File: src/hdl/fbsm_pkg.sv
// Shared types, widths and codes of the frame buffer slot manager.
`timescale 1ns / 1ps
`default_nettype none

package fbsm_pkg;

    // Pool and ring limits
    localparam int MAX_FRAMES       = 8;
    localparam int MAX_HALF_BUFFERS = 16;

    // Field and state widths
    localparam int SLOT_W     = 3;
    localparam int HALF_W     = 4;
    localparam int RING_W     = 5;
    localparam int POOL_W     = 4;
    localparam int COUNT_W    = 4;
    localparam int MODE_W     = 2;
    localparam int NUMF_W     = 4;
    localparam int FSIZE_W    = 21;
    localparam int HBB_W      = 17;
    localparam int HBC_W      = 5;
    localparam int OSTEP_W    = 17;
    localparam int OFS_W      = 20;
    localparam int CFG_IDX_W  = 3;
    localparam int CFG_DATA_W = 21;

    // Configuration register indexes
    localparam logic [CFG_IDX_W-1:0] CFG_NUM_FRAMES        = 3'd0;
    localparam logic [CFG_IDX_W-1:0] CFG_FRAME_SIZE        = 3'd1;
    localparam logic [CFG_IDX_W-1:0] CFG_HALF_BUFFER_BYTES = 3'd2;
    localparam logic [CFG_IDX_W-1:0] CFG_HALF_BUFFER_COUNT = 3'd3;
    localparam logic [CFG_IDX_W-1:0] CFG_OVERFLOW_STEP     = 3'd4;

    // Event codes
    localparam logic [MODE_W-1:0] MODE_VSYNC = 2'd0;
    localparam logic [MODE_W-1:0] MODE_HALF  = 2'd1;
    localparam logic [MODE_W-1:0] MODE_TAKE  = 2'd2;
    localparam logic [MODE_W-1:0] MODE_GIVE  = 2'd3;

    typedef struct packed {
        logic [MODE_W-1:0] mode;
        logic [SLOT_W-1:0] give_slot;
    } fbsm_in_t;

    typedef struct packed {
        logic              copy_valid;
        logic [SLOT_W-1:0] copy_slot;
        logic [OFS_W-1:0]  copy_dest_offset;
        logic [OFS_W-1:0]  copy_src_offset;
        logic              taken_valid;
        logic [SLOT_W-1:0] taken_slot;
        logic              capturing;
        logic              overflow;
        logic              discarded;
        logic              dropped_oldest;
        logic              no_free_slot;
    } fbsm_out_t;

    typedef enum logic [1:0] {
        ST_IDLE,
        ST_REDUCE,
        ST_COMMIT
    } fbsm_state_t;

    typedef struct packed {
        logic load;
        logic reduce_step;
        logic commit;
    } fbsm_cmd_t;

    typedef struct packed {
        logic reduce_done;
    } fbsm_status_t;

endpackage

`default_nettype wire

File: src/hdl/frame_buffer_slot_manager_core.sv
// Top level of the frame buffer slot manager.
//
// Usage: each input item carries an event (vsync, DMA half buffer done, take
// a ready frame, give a slot back) and produces exactly one result item with
// the copy command, the handed-out slot and the status flags.
// Channels: s_valid/s_ready/s_data take items, m_valid/m_ready/m_data deliver
// results, cfg_valid/cfg_ready/cfg_index/cfg_data write the five registers
// (cfg_ready is always high). Write configuration only while idle.
// Timing: an item is latched on acceptance, then the DMA ring index is
// reduced modulo the ring size by one subtraction a cycle, then the commit
// state updates the state and loads the result register. The number of
// subtractions is 0 to 15; it is 0 unless the ring size was lowered to or
// below the stored index.
// One item is in work at a time; the next is accepted once the result has
// been loaded, so a waiting result does not block acceptance.
// Stall: when m_ready is low the result is held and the next item waits in
// its commit cycle.
// Reset: aresetn low (synchronous) restores register defaults, frees every
// slot, empties the ready FIFO and drops any pending result.
`timescale 1ns / 1ps
`default_nettype none

module frame_buffer_slot_manager_core (
    input  wire logic                              aclk,
    input  wire logic                              aresetn,
    input  wire logic                              s_valid,
    output logic                                   s_ready,
    input  wire fbsm_pkg::fbsm_in_t                s_data,
    output logic                                   m_valid,
    input  wire logic                              m_ready,
    output fbsm_pkg::fbsm_out_t                    m_data,
    input  wire logic                              cfg_valid,
    output logic                                   cfg_ready,
    input  wire logic [fbsm_pkg::CFG_IDX_W-1:0]    cfg_index,
    input  wire logic [fbsm_pkg::CFG_DATA_W-1:0]   cfg_data
);
    import fbsm_pkg::*;

    fbsm_cmd_t    cmd;
    fbsm_status_t status;

    // Registers accept a write in every cycle
    assign cfg_ready = 1'b1;

    fbsm_ctrl u_ctrl (
        .aclk    (aclk),
        .aresetn (aresetn),
        .s_valid (s_valid),
        .s_ready (s_ready),
        .m_valid (m_valid),
        .m_ready (m_ready),
        .status  (status),
        .cmd     (cmd)
    );

    fbsm_datapath u_datapath (
        .aclk      (aclk),
        .aresetn   (aresetn),
        .cmd       (cmd),
        .status    (status),
        .s_data    (s_data),
        .cfg_valid (cfg_valid),
        .cfg_index (cfg_index),
        .cfg_data  (cfg_data),
        .m_data    (m_data)
    );

endmodule

`default_nettype wire

File: src/hdl/fbsm_ctrl.sv
// Controller state machine of the frame buffer slot manager.
`timescale 1ns / 1ps
`default_nettype none

module fbsm_ctrl (
    input  wire logic                  aclk,
    input  wire logic                  aresetn,
    input  wire logic                  s_valid,
    output logic                       s_ready,
    output logic                       m_valid,
    input  wire logic                  m_ready,
    input  wire fbsm_pkg::fbsm_status_t status,
    output fbsm_pkg::fbsm_cmd_t        cmd
);
    import fbsm_pkg::*;

    fbsm_state_t state_reg, state_next;
    logic        m_valid_reg, m_valid_next;
    logic        out_free;

    // Output register can take a new result when empty or being drained
    assign out_free = !m_valid_reg || m_ready;

    // Next state
    always_comb begin
        state_next = state_reg;
        case (state_reg)
            ST_IDLE: begin
                if (s_valid) begin
                    state_next = ST_REDUCE;
                end
            end
            ST_REDUCE: begin
                if (status.reduce_done) begin
                    state_next = ST_COMMIT;
                end
            end
            ST_COMMIT: begin
                if (out_free) begin
                    state_next = ST_IDLE;
                end
            end
            default: begin
                state_next = ST_IDLE;
            end
        endcase
    end

    // Commands and handshake outputs
    always_comb begin
        s_ready         = 1'b0;
        cmd.load        = 1'b0;
        cmd.reduce_step = 1'b0;
        cmd.commit      = 1'b0;
        case (state_reg)
            ST_IDLE: begin
                s_ready  = 1'b1;
                cmd.load = s_valid;
            end
            ST_REDUCE: begin
                cmd.reduce_step = !status.reduce_done;
            end
            ST_COMMIT: begin
                cmd.commit = out_free;
            end
            default: begin
                s_ready = 1'b0;
            end
        endcase
    end

    // Hold the result valid until taken
    always_comb begin
        if (cmd.commit) begin
            m_valid_next = 1'b1;
        end else if (m_ready) begin
            m_valid_next = 1'b0;
        end else begin
            m_valid_next = m_valid_reg;
        end
    end

    assign m_valid = m_valid_reg;

    always_ff @(posedge aclk) begin
        if (!aresetn) begin
            state_reg   <= ST_IDLE;
            m_valid_reg <= 1'b0;
        end else begin
            state_reg   <= state_next;
            m_valid_reg <= m_valid_next;
        end
    end

endmodule

`default_nettype wire

File: src/hdl/fbsm_datapath.sv
// Datapath of the frame buffer slot manager: registers, slot pool, ready FIFO.
`timescale 1ns / 1ps
`default_nettype none

module fbsm_datapath (
    input  wire logic                              aclk,
    input  wire logic                              aresetn,
    input  wire fbsm_pkg::fbsm_cmd_t               cmd,
    output fbsm_pkg::fbsm_status_t                 status,
    input  wire fbsm_pkg::fbsm_in_t                s_data,
    input  wire logic                              cfg_valid,
    input  wire logic [fbsm_pkg::CFG_IDX_W-1:0]    cfg_index,
    input  wire logic [fbsm_pkg::CFG_DATA_W-1:0]   cfg_data,
    output fbsm_pkg::fbsm_out_t                    m_data
);
    import fbsm_pkg::*;

    // Configuration
    logic [NUMF_W-1:0]  num_frames_reg;
    logic [FSIZE_W-1:0] frame_size_reg;
    logic [HBB_W-1:0]   hbb_reg;
    logic [HBC_W-1:0]   hbc_reg;
    logic [OSTEP_W-1:0] ostep_reg;

    // Item and ring index reduction
    fbsm_in_t           in_reg;
    logic [HALF_W-1:0]  hi_work_reg;
    logic [RING_W-1:0]  hi_sub;

    // Block state
    logic                  capturing_reg, capturing_next;
    logic [SLOT_W-1:0]     cur_slot_reg, cur_slot_next;
    logic [FSIZE_W-1:0]    fill_reg, fill_next;
    logic [HALF_W-1:0]     half_idx_reg, half_idx_next;
    logic [MAX_FRAMES-1:0] slot_free_reg, slot_free_next;
    logic [SLOT_W-1:0]     queue_reg [MAX_FRAMES];
    logic [SLOT_W-1:0]     head_reg, head_next;
    logic [COUNT_W-1:0]    count_reg, count_next;

    // Result register
    fbsm_out_t          out_reg, out_next;

    // Derived values
    logic [POOL_W-1:0]     pool_n;
    logic [RING_W-1:0]     ring_n;
    logic [COUNT_W-1:0]    fifo_cap;
    logic [MAX_FRAMES-1:0] pool_mask;
    logic [SLOT_W-1:0]     head_slot;
    logic [SLOT_W-1:0]     q_waddr;
    logic                  q_we;
    logic                  found;
    logic [SLOT_W-1:0]     pick;
    logic [FSIZE_W:0]      ovf_sum;
    logic [FSIZE_W:0]      fill_sum;
    logic [HALF_W+HBB_W-1:0] src_prod;
    logic [RING_W-1:0]     hi_inc;

    // Clamp slot count and ring count into range
    always_comb begin
        if (num_frames_reg == '0) begin
            pool_n = POOL_W'(1);
        end else if (num_frames_reg > NUMF_W'(MAX_FRAMES)) begin
            pool_n = POOL_W'(MAX_FRAMES);
        end else begin
            pool_n = num_frames_reg;
        end
        if (hbc_reg == '0) begin
            ring_n = RING_W'(1);
        end else if (hbc_reg > HBC_W'(MAX_HALF_BUFFERS)) begin
            ring_n = RING_W'(MAX_HALF_BUFFERS);
        end else begin
            ring_n = hbc_reg;
        end
        fifo_cap = (pool_n > POOL_W'(1)) ? COUNT_W'(pool_n - POOL_W'(1)) : COUNT_W'(1);
        for (int i = 0; i < MAX_FRAMES; i++) begin
            pool_mask[i] = (POOL_W'(i) < pool_n);
        end
    end

    // Reduce the ring index one subtraction a cycle
    assign hi_sub             = {1'b0, hi_work_reg} - ring_n;
    assign status.reduce_done = ({1'b0, hi_work_reg} < ring_n);

    assign head_slot = queue_reg[head_reg];
    assign q_waddr   = SLOT_W'(COUNT_W'(head_reg) + count_reg);
    assign ovf_sum   = {1'b0, fill_reg} + (FSIZE_W + 1)'(ostep_reg);
    assign fill_sum  = {1'b0, fill_reg} + (FSIZE_W + 1)'(hbb_reg);
    assign src_prod  = (HALF_W + HBB_W)'(hi_work_reg) * (HALF_W + HBB_W)'(hbb_reg);
    assign hi_inc    = {1'b0, hi_work_reg} + RING_W'(1);

    // Work out the effect of one event
    always_comb begin
        capturing_next = capturing_reg;
        cur_slot_next  = cur_slot_reg;
        fill_next      = fill_reg;
        half_idx_next  = half_idx_reg;
        slot_free_next = slot_free_reg;
        head_next      = head_reg;
        count_next     = count_reg;
        q_we           = 1'b0;
        found          = 1'b0;
        pick           = '0;
        out_next       = '0;
        case (in_reg.mode)
            MODE_VSYNC: begin
                // Close the frame being filled
                if (capturing_reg) begin
                    if ({1'b0, fill_reg} != {1'b0, frame_size_reg}) begin
                        slot_free_next[cur_slot_reg] = 1'b1;
                        out_next.discarded           = 1'b1;
                    end else begin
                        slot_free_next[cur_slot_reg] = 1'b0;
                        q_we                         = 1'b1;
                        if (count_reg >= fifo_cap) begin
                            head_next               = head_reg + SLOT_W'(1);
                            out_next.dropped_oldest = 1'b1;
                            if (pool_mask[head_slot]) begin
                                slot_free_next[head_slot] = 1'b1;
                            end
                        end else begin
                            count_next = count_reg + COUNT_W'(1);
                        end
                    end
                end
                // Pick the next slot: current if free, else lowest free
                for (int i = MAX_FRAMES - 1; i >= 0; i--) begin
                    if (slot_free_next[i] && pool_mask[i]) begin
                        found = 1'b1;
                        pick  = SLOT_W'(i);
                    end
                end
                if (pool_mask[cur_slot_reg] && slot_free_next[cur_slot_reg]) begin
                    capturing_next = 1'b1;
                    fill_next      = '0;
                end else if (found) begin
                    cur_slot_next  = pick;
                    capturing_next = 1'b1;
                    fill_next      = '0;
                end else begin
                    capturing_next        = 1'b0;
                    out_next.no_free_slot = 1'b1;
                end
                half_idx_next = '0;
            end
            MODE_HALF: begin
                if (capturing_reg) begin
                    if ({1'b0, frame_size_reg} < ovf_sum) begin
                        out_next.overflow = 1'b1;
                    end else begin
                        out_next.copy_valid       = 1'b1;
                        out_next.copy_slot        = cur_slot_reg;
                        out_next.copy_dest_offset = fill_reg[OFS_W-1:0];
                        out_next.copy_src_offset  = src_prod[OFS_W-1:0];
                        fill_next = fill_sum[FSIZE_W] ? '1 : fill_sum[FSIZE_W-1:0];
                        half_idx_next = (hi_inc == ring_n) ? '0 : hi_inc[HALF_W-1:0];
                    end
                end
            end
            MODE_TAKE: begin
                if (count_reg != '0) begin
                    out_next.taken_valid = 1'b1;
                    out_next.taken_slot  = head_slot;
                    head_next            = head_reg + SLOT_W'(1);
                    count_next           = count_reg - COUNT_W'(1);
                end
            end
            MODE_GIVE: begin
                if (pool_mask[in_reg.give_slot]) begin
                    slot_free_next[in_reg.give_slot] = 1'b1;
                end
            end
            default: begin
                out_next = '0;
            end
        endcase
        out_next.capturing = capturing_next;
    end

    // Write configuration registers
    always_ff @(posedge aclk) begin
        if (!aresetn) begin
            num_frames_reg <= NUMF_W'(2);
            frame_size_reg <= FSIZE_W'(3840);
            hbb_reg        <= HBB_W'(1024);
            hbc_reg        <= HBC_W'(2);
            ostep_reg      <= OSTEP_W'(1024);
        end else if (cfg_valid) begin
            case (cfg_index)
                CFG_NUM_FRAMES:        num_frames_reg <= cfg_data[NUMF_W-1:0];
                CFG_FRAME_SIZE:        frame_size_reg <= cfg_data[FSIZE_W-1:0];
                CFG_HALF_BUFFER_BYTES: hbb_reg        <= cfg_data[HBB_W-1:0];
                CFG_HALF_BUFFER_COUNT: hbc_reg        <= cfg_data[HBC_W-1:0];
                CFG_OVERFLOW_STEP:     ostep_reg      <= cfg_data[OSTEP_W-1:0];
                default: begin
                end
            endcase
        end
    end

    // Latch the item and step the ring index reduction
    always_ff @(posedge aclk) begin
        if (cmd.load) begin
            in_reg      <= s_data;
            hi_work_reg <= half_idx_reg;
        end else if (cmd.reduce_step) begin
            hi_work_reg <= hi_sub[HALF_W-1:0];
        end
    end

    // Advance block state on commit
    always_ff @(posedge aclk) begin
        if (!aresetn) begin
            capturing_reg <= 1'b0;
            cur_slot_reg  <= '0;
            fill_reg      <= '0;
            half_idx_reg  <= '0;
            slot_free_reg <= '1;
            head_reg      <= '0;
            count_reg     <= '0;
        end else if (cmd.commit) begin
            capturing_reg <= capturing_next;
            cur_slot_reg  <= cur_slot_next;
            fill_reg      <= fill_next;
            half_idx_reg  <= half_idx_next;
            slot_free_reg <= slot_free_next;
            head_reg      <= head_next;
            count_reg     <= count_next;
        end
    end

    // Append to the ready FIFO and load the result
    always_ff @(posedge aclk) begin
        if (cmd.commit) begin
            out_reg <= out_next;
            if (q_we) begin
                queue_reg[q_waddr] <= cur_slot_reg;
            end
        end
    end

    assign m_data = out_reg;

endmodule

`default_nettype wire
File: config.mk
export PLATFORM = sky130hd
export DESIGN_NAME = frame_buffer_slot_manager_core
export DESIGN_NICKNAME = d
export VERILOG_FILES = /design/src/hdl/fbsm_pkg.sv /design/src/hdl/frame_buffer_slot_manager_core.sv /design/src/hdl/fbsm_ctrl.sv /design/src/hdl/fbsm_datapath.sv
export SDC_FILE = /design/constraint.sdc
export NUM_CORES = 1
export LEC_CHECK = 0
export ABC_AREA = 0
export BUFFER_PORTS_ARGS = -buffer_cell sky130_fd_sc_hd__buf_2
export CAP_MARGIN = 40
export CORE_ASPECT_RATIO = 0.7
export CORE_MARGIN = 2
export CORE_UTILIZATION = 56
export DETAILED_ROUTE_END_ITERATION = 16
export MAX_ROUTING_LAYER = met4
export PLACE_DENSITY = 0.78
export SETUP_SLACK_MARGIN = 0.2
export SYNTH_ARGS = -nofsm -noshare
export SYNTH_HDL_FRONTEND = slang
export SYNTH_SLANG_ARGS = --single-unit
File: constraint.sdc
create_clock -name aclk -period 4.9 [get_ports aclk]
set_clock_uncertainty 0.05 [all_clocks]
set_input_delay 0.49 -clock aclk [delete_from_list [all_inputs] [get_ports aclk]]
set_output_delay 0.49 -clock aclk [all_outputs]
set_load 0.1 [all_outputs]
==> flow_summary.toml <==
[clock_tree]
clk_pin_slew_ns = 0.08
clk_latency_ns = 0.46
cts_tree = "yes"
cts_sinks = 200
cts-root-buf = "clkbuf_16"
cts_made_buffers = 17
clockBufferDepth = 2
htree_levels = 4

[sta]
slew-limit-headroom_pct = 42.25
fmax_mhz = 213.2
post-route-min-period_ns = 4.690
finalSetupViolations = 0
rsz0062_at_grt = "true"
fin_crit_sh_pct = 95.71
tightest_slew_ns = 0.8584
maxSlewViolCount = 0
hold_viol = 0

[routing]
drt_pre_antenna_iters = 5
post_drt_wl_per_cell_um = 19.35
ant_nets = 0
via_count = 11240
wl_met3_mm = 4.178
top_layer = "met4"
wl_met1_mm = 16.89
viasPerCell = 5.983
drc = 0
drt-total-wl_mm = 36.35
route.met2.wl_mm = 14.62
drt_iter0_markers = 1383

[final_layout]
stdcell_area_um2 = 14920
nets = 1714
fill_cells = 1838
drive_gt1_share_pct = 15.76
area_delta_synth_final_pct = 14.71
antenna_cells = 0
stdcell_count = 1879
largest_reg_flops = 53
finish.utilization_pct = 65.62

[yosys]
async_flop_share_pct = 0
synth-seq-cells = 200
synth_area_leader_cell = "edfxtp_1"
synth_enable_flop_cells = 86
ys_seq_area_share_pct = 37.40
ys.flop_type = "dfxtp_1"
synthCells = 1450
netlist_area_um2 = 13010
ys_warn_count = 0
synth_top_area_share_pct = 19.86
synth.avg_cell_area_um2 = 8.970
synthDistinctLibCells = 81
ys_top_cells_by_area = "edfxtp_1 20%, dfxtp_1 18%, ha_1 8.8%"

[worst_setup_path]
worstSetupPathType = "flop to flop"
path_common_cell = "a21oi_2"
start_kind = "flop"
required_ns = 5.07
setup.worst_path.end_class = "flop"
critPathMaxStageDelay_ns = 0.34
crit_fanout = 16
slowest_stage = "dfxtp_2"
arrival_ns = 4.86
cp_cell_sequence = "ha_4 -> fa_2 -> a21o_1 -> a21oi_2 -> o21bai_1 -> a21oi_2 -> o21bai_2 -> a21oi_2 -> nand4b_1 -> a31o_2 -> a21oi_2 -> xor2_1 -> ha_1 -> a21o_1 -> a211oi_2 -> o21bai_1 -> a221oi_2 -> buf_4 -> a21oi_1 -> nand3_1 -> inv_2 -> buf_12 -> and3_1"

[grt]
overflow = 0
grt_pass1_wl_mm = 56.38
first_global_vias = 10450
antenna_found_initial = 0
grt_max_degree = 74
grt_use_total_pct = 30.62

[flow_run]
cap_violations = 0

[floorplanning]
floorplan.die.width_um = 186.2
fp.dieH_um = 131.5
dieArea_um2 = 24480
start_util_pct = 57.21
design.core.area_um2 = 22730
io_pins = 90
rows = 46

[place]
hpwl_mm = 26.91
portBuffers = 88
dpl_cell_area_um2 = 13930
place.gp.congestion = 0.9600
dpl.cell_count = 1835

[power_and_ir_drop]
leakagePower_nw = 6.109
total_power_mw = 3.996
ir_worst_vdd_v = 0.0002945
power.density_nw_per_um2 = 267.8

[run_status]
status = "complete, no violations"

[min_path]
hold_path_class = "primary input to flop"
## timing repair
item                                    4_1_cts  5_1_grt
buffers inserted                              1        6
pin swaps                                     2       26
resized for setup                             6       55
hold buffers                                  0        0
gates cloned                                  2        3
endpoints found under the setup margin       68       69
## final timing paths
| kind | start | end | slack [ns] | cells after the start |
|---|---|---|---|---|
| setup / recovery | u_datapath.fill_reg[0] | u_datapath.m_data[9] | 0.21 | 23 |
| hold / removal | s_data[4] | u_datapath.in_reg[4] | 0.16 | 1 |
| setup reg to reg | u_datapath.fill_reg[0] | u_datapath.m_data[9] | 0.21 | 23 |
| hold reg to reg | u_datapath.ostep_reg[12] | u_datapath.ostep_reg[12] | 0.42 | 2 |
## layer usage
| metal | up-vias | global-route usage (%) |
|---|---|---|
| met3 | 56 | 9.091 |
| met2 | 550 | 39.65 |
| met1 | 5320 | 46.21 |
| met5 | - | - |
| li1 | 5316 | - |
| met4 | 0 | 7.349 |
## cell type report
class                           instances  area [um^2]  area share, %
Multi-Input combinational cell       1128         7923          53.10
Tap cell                              312        390.4          2.617
Sequential cell                       200         4868          32.63
Timing Repair Buffer                  141        885.9          5.938
Inverter                               66        247.7          1.661
Clock buffer                           18        429.2          2.877
Clock inverter                         14        175.2          1.174
## cells in the mapped netlist (all sizes together) (11+ instances only)
master / instances
a21oi: 128
nor3: 21
clkbuf: 48
nand3: 43
xnor2: 35
nor2: 150
a21o: 22
and2: 59
dfxtp: 114
o31ai: 21
buf: 12
nor2b: 11
nand2: 209
nand2b: 19
ha: 91
inv: 66
edfxtp: 86
fa: 35
a31oi: 11
xor2: 47
mux2i: 18
o21ai: 52
## kinds of logic (layout without fill, tap and decap cells)
| family | count (synthesis) | in the layout | share of synthesized area (%) |
|---|---|---|---|
| mux | 27 | 27 | 2.953 |
| xor+xnor | 82 | 82 | 5.522 |
| fa+ha+maj | 128 | 128 | 14.30 |
| buf+inv | 126 | 239 | 3.915 |
| simple gates | 567 | 567 | 20.18 |
| other cells | 1 | 2 | 0.02883 |
| compound gates | 319 | 322 | 15.70 |
| flops | 200 | 200 | 37.40 |
## critical path, delay by kind of cell (launching register included)
kind                       cells  cell delay (ns)
AOI/OAI and AO/OA             13             2.13
xor gates and xnor gates       1             0.17
adders and majority gates      3             0.76
buffers and inverters          3             0.42
DFF                            1             0.34
and+or+nand+nor                3             0.55
## stage by stage
step	setup WS (ns)	setup TNS (ns)	hold WS [ns]
finish	0.2102	0	0.1563
global route	0.04266	0	0.1442
CTS	0.2364	0	0.1403
detailed placement	-0.06716	-0.3863	0.4051
global placement	0.04025	0	0.3993
floorplan	0.2544	0	0.3900
## report_power, final
group          leakage (nW)  total, mW  internal (mW)  switching, mW
Combinational          4.12      0.716          0.195          0.521
Clock                 0.292       1.43          0.695          0.738
Sequential             1.69       1.85           1.79         0.0545
## cells in the final DEF (no fill, tap or decap), types with 6 or more instances in the layout
cell         n
a211oi_1     6
a21o_1      22
a21oi_1    120
a21oi_2      8
a31oi_1     11
and2_1      58
and3_1       9
buf_2       88
buf_4       45
buf_6        6
clkbuf_16   17
dfxtp_1    111
edfxtp_1    86
fa_1        34
ha_1        88
inv_1       63
mux2i_1     16
mux4_2       8
nand2_1    209
nand2b_1    19
nand3_1     37
nand4_1      8
nor2_1     150
nor2b_1     11
nor3_1      20
nor4_1       8
o211ai_1    10
o21a_1       9
o21ai_0     46
o21bai_1     9
o31ai_1     11
o31ai_4     10
or2_2        6
xnor2_1     35
xor2_1      47
(Power assumes the default switching activity.)
